==> src/design/gstr_pkg.sv <==
// ---------------------------------------------------------------------------
// gstr_pkg: shared constants for the Gardner symbol timing recovery block
// Default widths, fixed arithmetic widths and the reciprocal used by the
// correction divide.
// ---------------------------------------------------------------------------
package gstr_pkg;

    // Default sample and phase accumulator widths
    localparam int SAMPLE_BITS_DEF = 16;
    localparam int PHASE_BITS_DEF  = 32;

    // Fixed widths of the loop arithmetic
    localparam int STEP_BITS = 31;   // phase step register
    localparam int CORR_BITS = 32;   // signed phase correction
    localparam int FILT_BITS = 34;   // filtered error, Q4.30
    localparam int MUL_BITS  = 33;   // signed operand width of the shared multiplier
    localparam int PROD_BITS = 2 * MUL_BITS;

    // Error is held with 30 fraction bits
    localparam int ERR_FRAC  = 30;

    // Divide by 200 * 2^30 = 2^33 * 25: shift by 33, then multiply by
    // ceil(2^35 / 25) and shift by 35 (exact for quotients below 2^30)
    localparam int DIV_SHIFT   = 33;
    localparam int QUO_BITS    = 30;
    localparam int RECIP_SHIFT = 35;
    localparam int RECIP_BITS  = 31;
    localparam logic [RECIP_BITS-1:0] RECIP_25 = 31'd1374389535;

endpackage

==> src/design/gardner_symbol_timing_recovery.sv <==
// ---------------------------------------------------------------------------
// gardner_symbol_timing_recovery: NCO driven Gardner timing recovery
// Samples the input stream at recovered symbol instants and steers the
// phase accumulator from a low-pass filtered Gardner timing error.
// ---------------------------------------------------------------------------
// A sample that does not land on a symbol point keeps the block idle, and the
// block takes the next sample in the following cycle. A sample on a symbol
// point (falling wrap of the phase accumulator top bit) is emitted at once
// and keeps the block busy in S_ERR, S_FILT, S_PROD, S_RECIP and S_CORR,
// while one shared 33x33 multiplier forms the Gardner error, the step
// times filtered error product and the divide by 200 through a reciprocal;
// the new phase correction is ready when s_tready returns. A symbol item is
// only taken when the output register is free or drains in the same cycle.
// The phase step register may be written at any time the block holds no item.
module gardner_symbol_timing_recovery #(
    parameter int SAMPLE_BITS = gstr_pkg::SAMPLE_BITS_DEF,
    parameter int PHASE_BITS  = gstr_pkg::PHASE_BITS_DEF,
    parameter int TDATA_BITS  = ((SAMPLE_BITS + 7) / 8) * 8
) (
    input  logic                            clk,
    input  logic                            rst_n,
    // input samples
    input  logic                            s_tvalid,
    output logic                            s_tready,
    input  logic [TDATA_BITS-1:0]           s_tdata,    // [SAMPLE_BITS-1:0] sample
    // recovered symbols
    output logic                            m_tvalid,
    input  logic                            m_tready,
    output logic [TDATA_BITS-1:0]           m_tdata,    // [SAMPLE_BITS-1:0] symbol
    // phase step register write
    input  logic                            cfg_valid,
    output logic                            cfg_ready,
    input  logic [gstr_pkg::STEP_BITS-1:0]  cfg_data    // phase_step
);

    localparam int SB  = SAMPLE_BITS;
    localparam int FB  = 2 * (SAMPLE_BITS - 1);
    localparam int SHR = (FB > gstr_pkg::ERR_FRAC) ? FB - gstr_pkg::ERR_FRAC : 0;
    localparam int SHL = (FB < gstr_pkg::ERR_FRAC) ? gstr_pkg::ERR_FRAC - FB : 0;
    localparam int MB  = gstr_pkg::MUL_BITS;
    localparam int PB  = gstr_pkg::PROD_BITS;
    localparam int FW  = gstr_pkg::FILT_BITS;
    localparam int CW  = gstr_pkg::CORR_BITS;
    localparam int QW  = gstr_pkg::QUO_BITS;

    // Sequencer codes
    localparam logic [2:0] S_IDLE  = 3'd0;
    localparam logic [2:0] S_ERR   = 3'd1;
    localparam logic [2:0] S_FILT  = 3'd2;
    localparam logic [2:0] S_PROD  = 3'd3;
    localparam logic [2:0] S_RECIP = 3'd4;
    localparam logic [2:0] S_CORR  = 3'd5;

    // State
    logic [2:0]                      state_reg, state_next;
    logic [gstr_pkg::STEP_BITS-1:0]  step_reg, step_next;
    logic [PHASE_BITS-1:0]           acc_reg, acc_next;
    logic                            prev_msb_reg, prev_msb_next;
    logic signed [CW-1:0]            corr_reg, corr_next;
    logic signed [SB-1:0]            held_reg [3];
    logic signed [SB-1:0]            held_next [3];
    logic signed [FW-1:0]            filt_reg, filt_next;
    logic signed [SB:0]              diff_reg, diff_next;
    logic signed [PB-1:0]            mul_reg, mul_next;
    logic                            out_valid_reg, out_valid_next;
    logic [SB-1:0]                   sym_reg, sym_next;

    // Datapath signals
    logic                            msb;
    logic                            fall;
    logic                            rise;
    logic                            accept;
    logic signed [SB-1:0]            sample;
    logic [CW-1:0]                   phase_sum;
    logic signed [MB-1:0]            mul_a;
    logic signed [MB-1:0]            mul_b;
    logic signed [PB-1:0]            e_full;
    logic signed [FW-1:0]            e_val;
    logic signed [FW:0]              e_minus_f;
    logic signed [FW:0]              filt_sum;
    logic [FW-1:0]                   f_abs;
    logic [QW-1:0]                   quo;
    logic [CW-2:0]                   quo_final;

    // Edge detection from the accumulator before this sample's advance
    assign msb    = acc_reg[PHASE_BITS-1];
    assign fall   = prev_msb_reg && !msb;
    assign rise   = !prev_msb_reg && msb;
    assign sample = s_tdata[SB-1:0];

    // Take a sample when idle; a symbol sample also needs room at the output
    assign s_tready  = (state_reg == S_IDLE) && (!fall || !out_valid_reg || m_tready);
    assign accept    = s_tvalid && s_tready;
    assign cfg_ready = 1'b1;

    assign m_tvalid = out_valid_reg;
    assign m_tdata  = TDATA_BITS'(sym_reg);

    // Advance the phase modulo 2^PHASE_BITS
    assign phase_sum = CW'(acc_reg) + CW'(step_reg) + corr_reg;

    // Scale the Gardner product to 30 fraction bits (floor on right shift)
    assign e_full    = (FB >= gstr_pkg::ERR_FRAC) ? (mul_reg >>> SHR) : (mul_reg <<< SHL);
    assign e_val     = e_full[FW-1:0];
    assign e_minus_f = {e_val[FW-1], e_val} - {filt_reg[FW-1], filt_reg};
    assign filt_sum  = $signed({filt_reg[FW-1], filt_reg}) + (e_minus_f >>> 2);

    // Magnitude of the filtered error, below 2^32
    assign f_abs = filt_reg[FW-1] ? FW'(-filt_reg) : FW'(filt_reg);

    // Product bits above 2^33, then the quotient after the reciprocal multiply
    assign quo       = mul_reg[gstr_pkg::DIV_SHIFT +: QW];
    assign quo_final = mul_reg[gstr_pkg::RECIP_SHIFT +: (CW - 1)];

    // Select the operands of the shared multiplier
    always_comb
    begin
        case (state_reg)
            S_ERR:
            begin
                mul_a = MB'(diff_reg);
                mul_b = MB'(held_reg[1]);
            end
            S_PROD:
            begin
                mul_a = $signed({1'b0, f_abs[CW-1:0]});
                mul_b = $signed({{(MB - gstr_pkg::STEP_BITS){1'b0}}, step_reg});
            end
            S_RECIP:
            begin
                mul_a = $signed({{(MB - QW){1'b0}}, quo});
                mul_b = $signed({{(MB - gstr_pkg::RECIP_BITS){1'b0}}, gstr_pkg::RECIP_25});
            end
            default:
            begin
                mul_a = '0;
                mul_b = '0;
            end
        endcase
    end

    // Next state of the loop
    always_comb
    begin
        state_next     = state_reg;
        step_next      = step_reg;
        acc_next       = acc_reg;
        prev_msb_next  = prev_msb_reg;
        corr_next      = corr_reg;
        held_next      = held_reg;
        filt_next      = filt_reg;
        diff_next      = diff_reg;
        mul_next       = mul_reg;
        out_valid_next = out_valid_reg;
        sym_next       = sym_reg;

        // Drop the output item once taken
        if (m_tready)
        begin
            out_valid_next = 1'b0;
        end

        if (cfg_valid)
        begin
            step_next = cfg_data;
        end

        case (state_reg)
            S_IDLE:
            begin
                if (accept)
                begin
                    prev_msb_next = msb;
                    acc_next      = phase_sum[PHASE_BITS-1:0];
                    if (fall || rise)
                    begin
                        held_next[2] = held_reg[1];
                        held_next[1] = held_reg[0];
                        held_next[0] = sample;
                    end
                    if (fall)
                    begin
                        out_valid_next = 1'b1;
                        sym_next       = sample;
                        diff_next      = {sample[SB-1], sample} - {held_reg[1][SB-1], held_reg[1]};
                        state_next     = S_ERR;
                    end
                end
            end
            S_ERR:
            begin
                mul_next   = mul_a * mul_b;
                state_next = S_FILT;
            end
            S_FILT:
            begin
                filt_next  = filt_sum[FW-1:0];
                state_next = S_PROD;
            end
            S_PROD:
            begin
                mul_next   = mul_a * mul_b;
                state_next = S_RECIP;
            end
            S_RECIP:
            begin
                mul_next   = mul_a * mul_b;
                state_next = S_CORR;
            end
            S_CORR:
            begin
                // Quotient is below 2^31, so the negated value always fits
                if (filt_reg[FW-1])
                begin
                    corr_next = $signed({1'b0, quo_final});
                end
                else
                begin
                    corr_next = -$signed({1'b0, quo_final});
                end
                state_next = S_IDLE;
            end
            default:
            begin
                state_next = S_IDLE;
            end
        endcase
    end

    // Control and loop state
    always_ff @(posedge clk or negedge rst_n)
    begin
        if (!rst_n)
        begin
            state_reg     <= S_IDLE;
            step_reg      <= '0;
            acc_reg       <= '0;
            prev_msb_reg  <= 1'b0;
            corr_reg      <= '0;
            held_reg[0]   <= '0;
            held_reg[1]   <= '0;
            held_reg[2]   <= '0;
            filt_reg      <= '0;
            out_valid_reg <= 1'b0;
        end
        else
        begin
            state_reg     <= state_next;
            step_reg      <= step_next;
            acc_reg       <= acc_next;
            prev_msb_reg  <= prev_msb_next;
            corr_reg      <= corr_next;
            held_reg      <= held_next;
            filt_reg      <= filt_next;
            out_valid_reg <= out_valid_next;
        end
    end

    // Working registers
    always_ff @(posedge clk)
    begin
        diff_reg <= diff_next;
        mul_reg  <= mul_next;
        sym_reg  <= sym_next;
    end

    // Busy sequencer never takes a sample
    a_busy_blocks: assert property (@(posedge clk) disable iff (!rst_n)
        (state_reg != S_IDLE) |-> !s_tready)
        else $error("sample taken while correction update runs");

    // A symbol sample starts the update and presents a symbol
    a_symbol_starts: assert property (@(posedge clk) disable iff (!rst_n)
        (accept && fall) |=> (state_reg == S_ERR) && out_valid_reg)
        else $error("symbol sample did not start update or emit symbol");

    // The update returns to idle after the correction step
    a_corr_ends: assert property (@(posedge clk) disable iff (!rst_n)
        (state_reg == S_CORR) |=> (state_reg == S_IDLE))
        else $error("sequencer did not return to idle after correction");

    // Phase only moves on an accepted sample
    a_phase_hold: assert property (@(posedge clk) disable iff (!rst_n)
        !accept |=> $stable(acc_reg))
        else $error("phase accumulator moved without a sample");

endmodule
==> config.mk <==
export PLATFORM = sky130hd
export DESIGN_NAME = gardner_symbol_timing_recovery
export DESIGN_NICKNAME = d
export VERILOG_FILES = /design/src/design/gstr_pkg.sv /design/src/design/gardner_symbol_timing_recovery.sv
export SDC_FILE = /design/constraint.sdc
export NUM_CORES = 2
export LEC_CHECK = 0
export ABC_CLOCK_PERIOD_IN_PS = 28400
export BUFFER_PORTS_ARGS = -buffer_cell sky130_fd_sc_hd__buf_2
export CAP_MARGIN = 30
export CORE_MARGIN = 5
export CORE_UTILIZATION = 60
export DETAILED_ROUTE_END_ITERATION = 6
export HOLD_SLACK_MARGIN = 0.1
export PLACE_DENSITY = 0.77
export SYNTH_ARGS = -nofsm -noshare
export SYNTH_HDL_FRONTEND = slang
export SYNTH_SLANG_ARGS = --single-unit
==> constraint.sdc <==
create_clock -name clk -period 28.4 [get_ports clk]
set_clock_uncertainty 0.15 [all_clocks]
set_input_delay 0 -clock clk [delete_from_list [all_inputs] [get_ports clk]]
set_output_delay 0 -clock clk [all_outputs]
set_load 0.01 [all_outputs]
# --- Word level (Yosys, flattened, before mapping) ---
# Cells that the tools add are included.
word_totals:
  ff_bits: 265
  input_bits: 52
  output_inout_bits: 19
  elab_cells: 55
classes:
  addsub: 7
  multipliers: 1
  eq_ne: 7
  muxes: 11
  reduce_logical: 17
op_table:
  columns: ["operator", "count"]
  rows:
  - ["one-hot mux 33 bit (3 select lines)", 2]
  - ["multiplier 33 x 33 -> 66 bit", 1]
  - ["2-to-1 mux 32 bit", 2]
  - ["subtractor 34 x 34 -> 35 bit", 1]
  - ["adder 34 x 33 -> 34 bit", 1]
  - ["adder 32 x 31 -> 32 bit", 1]
  - ["adder 32 bit", 1]
  - ["negation 31 -> 32 bit", 1]
  - ["negation 32 bit", 1]
  - ["subtractor 16 x 16 -> 17 bit", 1]
  - ["one-hot mux 3 bit (5 select lines)", 1]
  - ["equality test 3 x 2 -> 1 bit (second input constant)", 2]
  - ["equality test 3 bit (second input constant)", 2]
  - ["2-to-1 mux 3 bit", 2]
  - ["AND reduction 3 bit", 2]
  - ["logical AND 1 bit", 4]
  - ["zero test 1 bit", 4]
  - ["2-to-1 mux 1 bit", 4]
  - ["!= test 2 bit (second input constant)", 2]
  - ["AND reduction 2 bit", 2]
  - ["equality test 3 x 1 -> 1 bit (second input constant)", 1]
  - ["zero test 3 bit", 1]
  - ["logical OR 1 bit", 3]
  - ["OR reduction 3 bit", 1]

# --- Logic depth before layout (Yosys ltp) ---
logic_depth:
  word_depth: 9
  depth_mapped: 38

# --- Least setup slack after synthesis ---
# OpenSTA, ideal clock, no wires.
synth_path:
  path_kind: "register to register"
  startpoint: "register filt_reg[13]"
  endpoint: "register mul_reg[56], in the netlist e_full[56] (data pin)"
  arrival_ns: 9.621
  required_time_ns: 27.984
  slack_ns: 18.364
  stages_incl_launch_ff: 35
  n_path_buf: 1
  synth_period_minus_slack_ns: 10.036
  cell_sequence: "dfrtp_1 > or3_1 > or3_4 > or4_4 > nor3_4 > nand2b_1 > o21ai_0 > xnor2_1 > nor2_1 > a211oi_1 > buf_2 > nor2_1 > fa_1 > inv_1 > fa_1 > fa_1 > fa_1 > inv_1 > fa_1 > fa_1 > fa_1 > inv_1 > fa_1 > inv_1 > ha_1 > a21o_1 > a21o_1 > a21o_1 > a221o_1 > nor3_1 > nand3_1 > a31o_2 > a31oi_1 > o21ai_0 > xor2_1"
synth_via:
  elab_chain_len: 4
synth_rtl:
  columns: ["element", "line_no", "source"]
  rows:
  - ["start: declaration", "gardner_symbol_timing_recovery.sv:62", "logic signed [FW-1:0] filt_reg, filt_next;"]
  - ["start signal: assignment", "gardner_symbol_timing_recovery.sv:254", "filt_reg <= filt_next;"]
  - ["negation 32 bit", "gardner_symbol_timing_recovery.sv:109", "assign f_abs = filt_reg[FW-1] ? FW'(-filt_reg) : FW'(filt_reg);"]
  - ["2-to-1 mux 32 bit (*)", "gardner_symbol_timing_recovery.sv:109", null]
  - ["one-hot mux 33 bit (3 select lines) (*)", "gardner_symbol_timing_recovery.sv:118", "case (state_reg)"]
  - ["multiplier 33 x 33 -> 66 bit (*)", "gardner_symbol_timing_recovery.sv:192, gardner_symbol_timing_recovery.sv:202, gardner_symbol_timing_recovery.sv:207", null]
  - ["end signal: assignment", "gardner_symbol_timing_recovery.sv:263", "mul_reg <= mul_next;"]
  - ["end: declaration", "gardner_symbol_timing_recovery.sv:64", "logic signed [PB-1:0] mul_reg, mul_next;"]
# Every way passes the cells marked *; elsewhere a longest branch is shown, timed or not.
# A chain may end at the register's enable or synchronous reset.

# --- Worst setup path after layout ---
layout_path:
  startpoint: "register filt_reg[1]"
  endpoint: "register mul_reg[45], in the netlist e_full[45] (data pin)"
# Same word-level chain as after synthesis.

==> results.toml <==
[clocking]
cts_resized = 0
max-clock-path-buffers = 3
cts_root_buf = "sky130_fd_sc_hd__clkbuf_16"
clock_sinks = 265
htreeDepth = 1
cts_tree = "yes"
clkSlewWorstSetupHoldPaths_ps = 70
post_cts.repair.setup_buffers = 0
numCtsBuffers = 25
insertion_delay_ps = 580

[sta]
finalCritPeriodShare_pct = 41.15
max-slew-margin-rel_pct = 19.47
grt_setup_unrepaired = "false"
achievable-frequency_ghz = 0.08556
finalHoldViolCount = 0
setup_tns_ps = 0
maxSlewViolCount = 0
setup_viol = 0
worstMarginPinSlew_ps = 1195
whs_ps = 183.7
fin_crit_ps = 11690

[worst_setup_path]
end_kind = "flop"
worst_ep_arrival_time_ps = 11870
critical_path.most_common_cell = "sky130_fd_sc_hd__fa_1"
worst_path_max_delay_cell = "sky130_fd_sc_hd__o21ai_0"
crit_type = "reg -> reg"
category_of_the_worst_setup_path_launch_point = "flop"
path_max_fanout = 15
worst-endpoint-required_ps = 28580
critPathMaxStageDelay_ps = 950

[place]
gp_congestion = 1.069
place_hpwl_mm = 136.6
dp.cells = 7037
place_area_mm2 = 0.05656
placement.io_buffers = 69

[logic_synthesis]
syn-instance-count = 5964
synth_enable_flop_cells = 99
synth_async_reset_ratio_pct = 62.64
post_synth_main_area_contributors = "sky130_fd_sc_hd__fa_1, sky130_fd_sc_hd__inv_1, sky130_fd_sc_hd__dfrtp_1"
synthDominantAreaCellType = "sky130_fd_sc_hd__fa_1"
synthFlopType = "sky130_fd_sc_hd__dfrtp_1"
synthDominantCellAreaShare_pct = 43.05
synth.lib_cells_used.distinct = 81
total_standard_cell_area_after_synthesis_mm2 = 0.05483
seq_area_frac_synth_pct = 13.00
yosysMostFrequentCell = "sky130_fd_sc_hd__inv_1"
yosysWarningCount = 0
mappedNetlistNets = 7527
avg_synthesized_cell_area_um2 = 9.193
synth_seq_cells = 265
synthTopCellsByCount = "sky130_fd_sc_hd__inv_1, sky130_fd_sc_hd__fa_1, sky130_fd_sc_hd__nand2_1"

[drt]
starting_drt_drc_count = 4490
drt_first_pass_iters = 6
wirelength_mm = 180.0
vias_per_cell = 6.110
wire_per_inst_um = 24.91
detailroute.via_count = 44160
post-route-drc-count = 0
route.antenna.remaining_nets = 0

[finish]
layout-drive-gt1-share_pct = 5.924
fillerInstances = 7219
fin_cells = 7227
final_net_count = 7587
areaGrowthSynthToFinish_pct = 7.371
largest_register_ffs = 66
post-route-cell-area_mm2 = 0.05887
multi_input_area_mm2 = 0.04220
sequential_cell_area_mm2 = 0.007129

[min_path]
holdCritPathClass = "in -> reg"

[die]
overall_die_width_um = 312.3
top_level_ports = 71
die_area_mm2 = 0.09753
starting_density_pct = 60.63
die_h_um = 312.3
core_region_area_mm2 = 0.09042
floorplan.rows = 110

[job]
max_cap_violations = 0

[grt]
grt_pass1_wl_mm = 277.9
first_global_vias = 47660
track_usage_pct = 37.54
grt_antenna_before_repair = 11
grt_overflow = 0
grt_start_max_net_pins = 74

[run_status]
status = "finished, final reports clean"
[repair_timing]
item	4_1_cts	5_1_grt
hold buffers	130	0
endpoints found under the hold margin	251	0
endpoints found under the setup margin	0	0
[routing by layer]
| layer | GRT usage (%) | vias to the layer above | wire (um) |
|---|---|---|---|
| li1 | - | 18380 | - |
| met1 | 45.45 | 22030 | 60860 |
| met2 | 58.16 | 2772 | 79580 |
| met3 | 12.17 | 975 | 23180 |
| met4 | 24.44 | 6 | 16390 |
| met5 | 0 | - | 42 |
[worst max-delay path, delay by kind of cell (launching register included)]
kind	cells	cell delay [ps]
adder cells (fa/ha/maj)	10	4650
XOR/XNOR	2	170
AND/OR/NAND/NOR	8	2100
AO/OA/AOI/OAI	7	3400
buffers and inverters	6	500
flip-flops	1	470
[worst paths after layout]
path | start | slack, ps | end | cells past startpoint
setup / recovery | filt_reg[1] | 16710 | e_full[45] | 33
hold / removal | s_tdata[0] | 180 | held_reg[32] | 4
setup reg to reg | filt_reg[1] | 16710 | e_full[45] | 33
hold reg to reg | acc_reg[31] | 340 | acc_reg[31] | 1
max in group asynchronous | rst_n | 26930 | filt_reg[33] | 4
min in group asynchronous | rst_n | 430 | held_reg[42] | 4
[area by class of cell]
class                      instances  area share (%)
multi-input combinational       4185           71.68
sequential                       265           12.11
inverter                        1245           7.938
timing repair buffer             302           4.223
tap                             1176           2.499
clock buffer                      32           1.250
clock inverter                    14          0.2678
antenna                            8         0.03401
[cells by family after synthesis]
group	Yosys count	share of synthesized area (%)
AND/OR/NAND/NOR	1684	12.77
other	1	0.006840
AO/OA/AOI/OAI	719	8.530
flip-flops	265	13.00
buffers and inverters	1514	10.47
XOR/XNOR	207	3.307
adder cells (fa/ha/maj)	1511	50.63
multiplexers	63	1.289
[stage by stage]
stage / setup WS (ps) / util (%)
2_1_floorplan: 18360 / -
3_3_place_gp: 17380 / 62.53
3_5_place_dp: 17190 / 62.55
4_1_cts: 17150 / 64.99
5_1_grt: 16470 / 65.08
6_report: 16710 / 65.10
[cells in the final DEF (no fill, tap or decap), types with 99 or more instances in the layout]
master | netlist | final
sky130_fd_sc_hd__edfxtp_1 | 99 | 99
sky130_fd_sc_hd__xnor2_1 | 142 | 142
sky130_fd_sc_hd__dfrtp_1 | 166 | 164
sky130_fd_sc_hd__inv_1 | 1244 | 1244
sky130_fd_sc_hd__nand2_1 | 733 | 725
sky130_fd_sc_hd__a21oi_1 | 162 | 146
sky130_fd_sc_hd__fa_1 | 1179 | 1179
sky130_fd_sc_hd__nor2_1 | 673 | 672
sky130_fd_sc_hd__ha_1 | 332 | 332
sky130_fd_sc_hd__dlygate4sd3_1 | 0 | 129
sky130_fd_sc_hd__o21ai_0 | 190 | 190
Power is not shown: default switching activity piles up to over one toggle a cycle in this logic, so the estimate is an artifact.
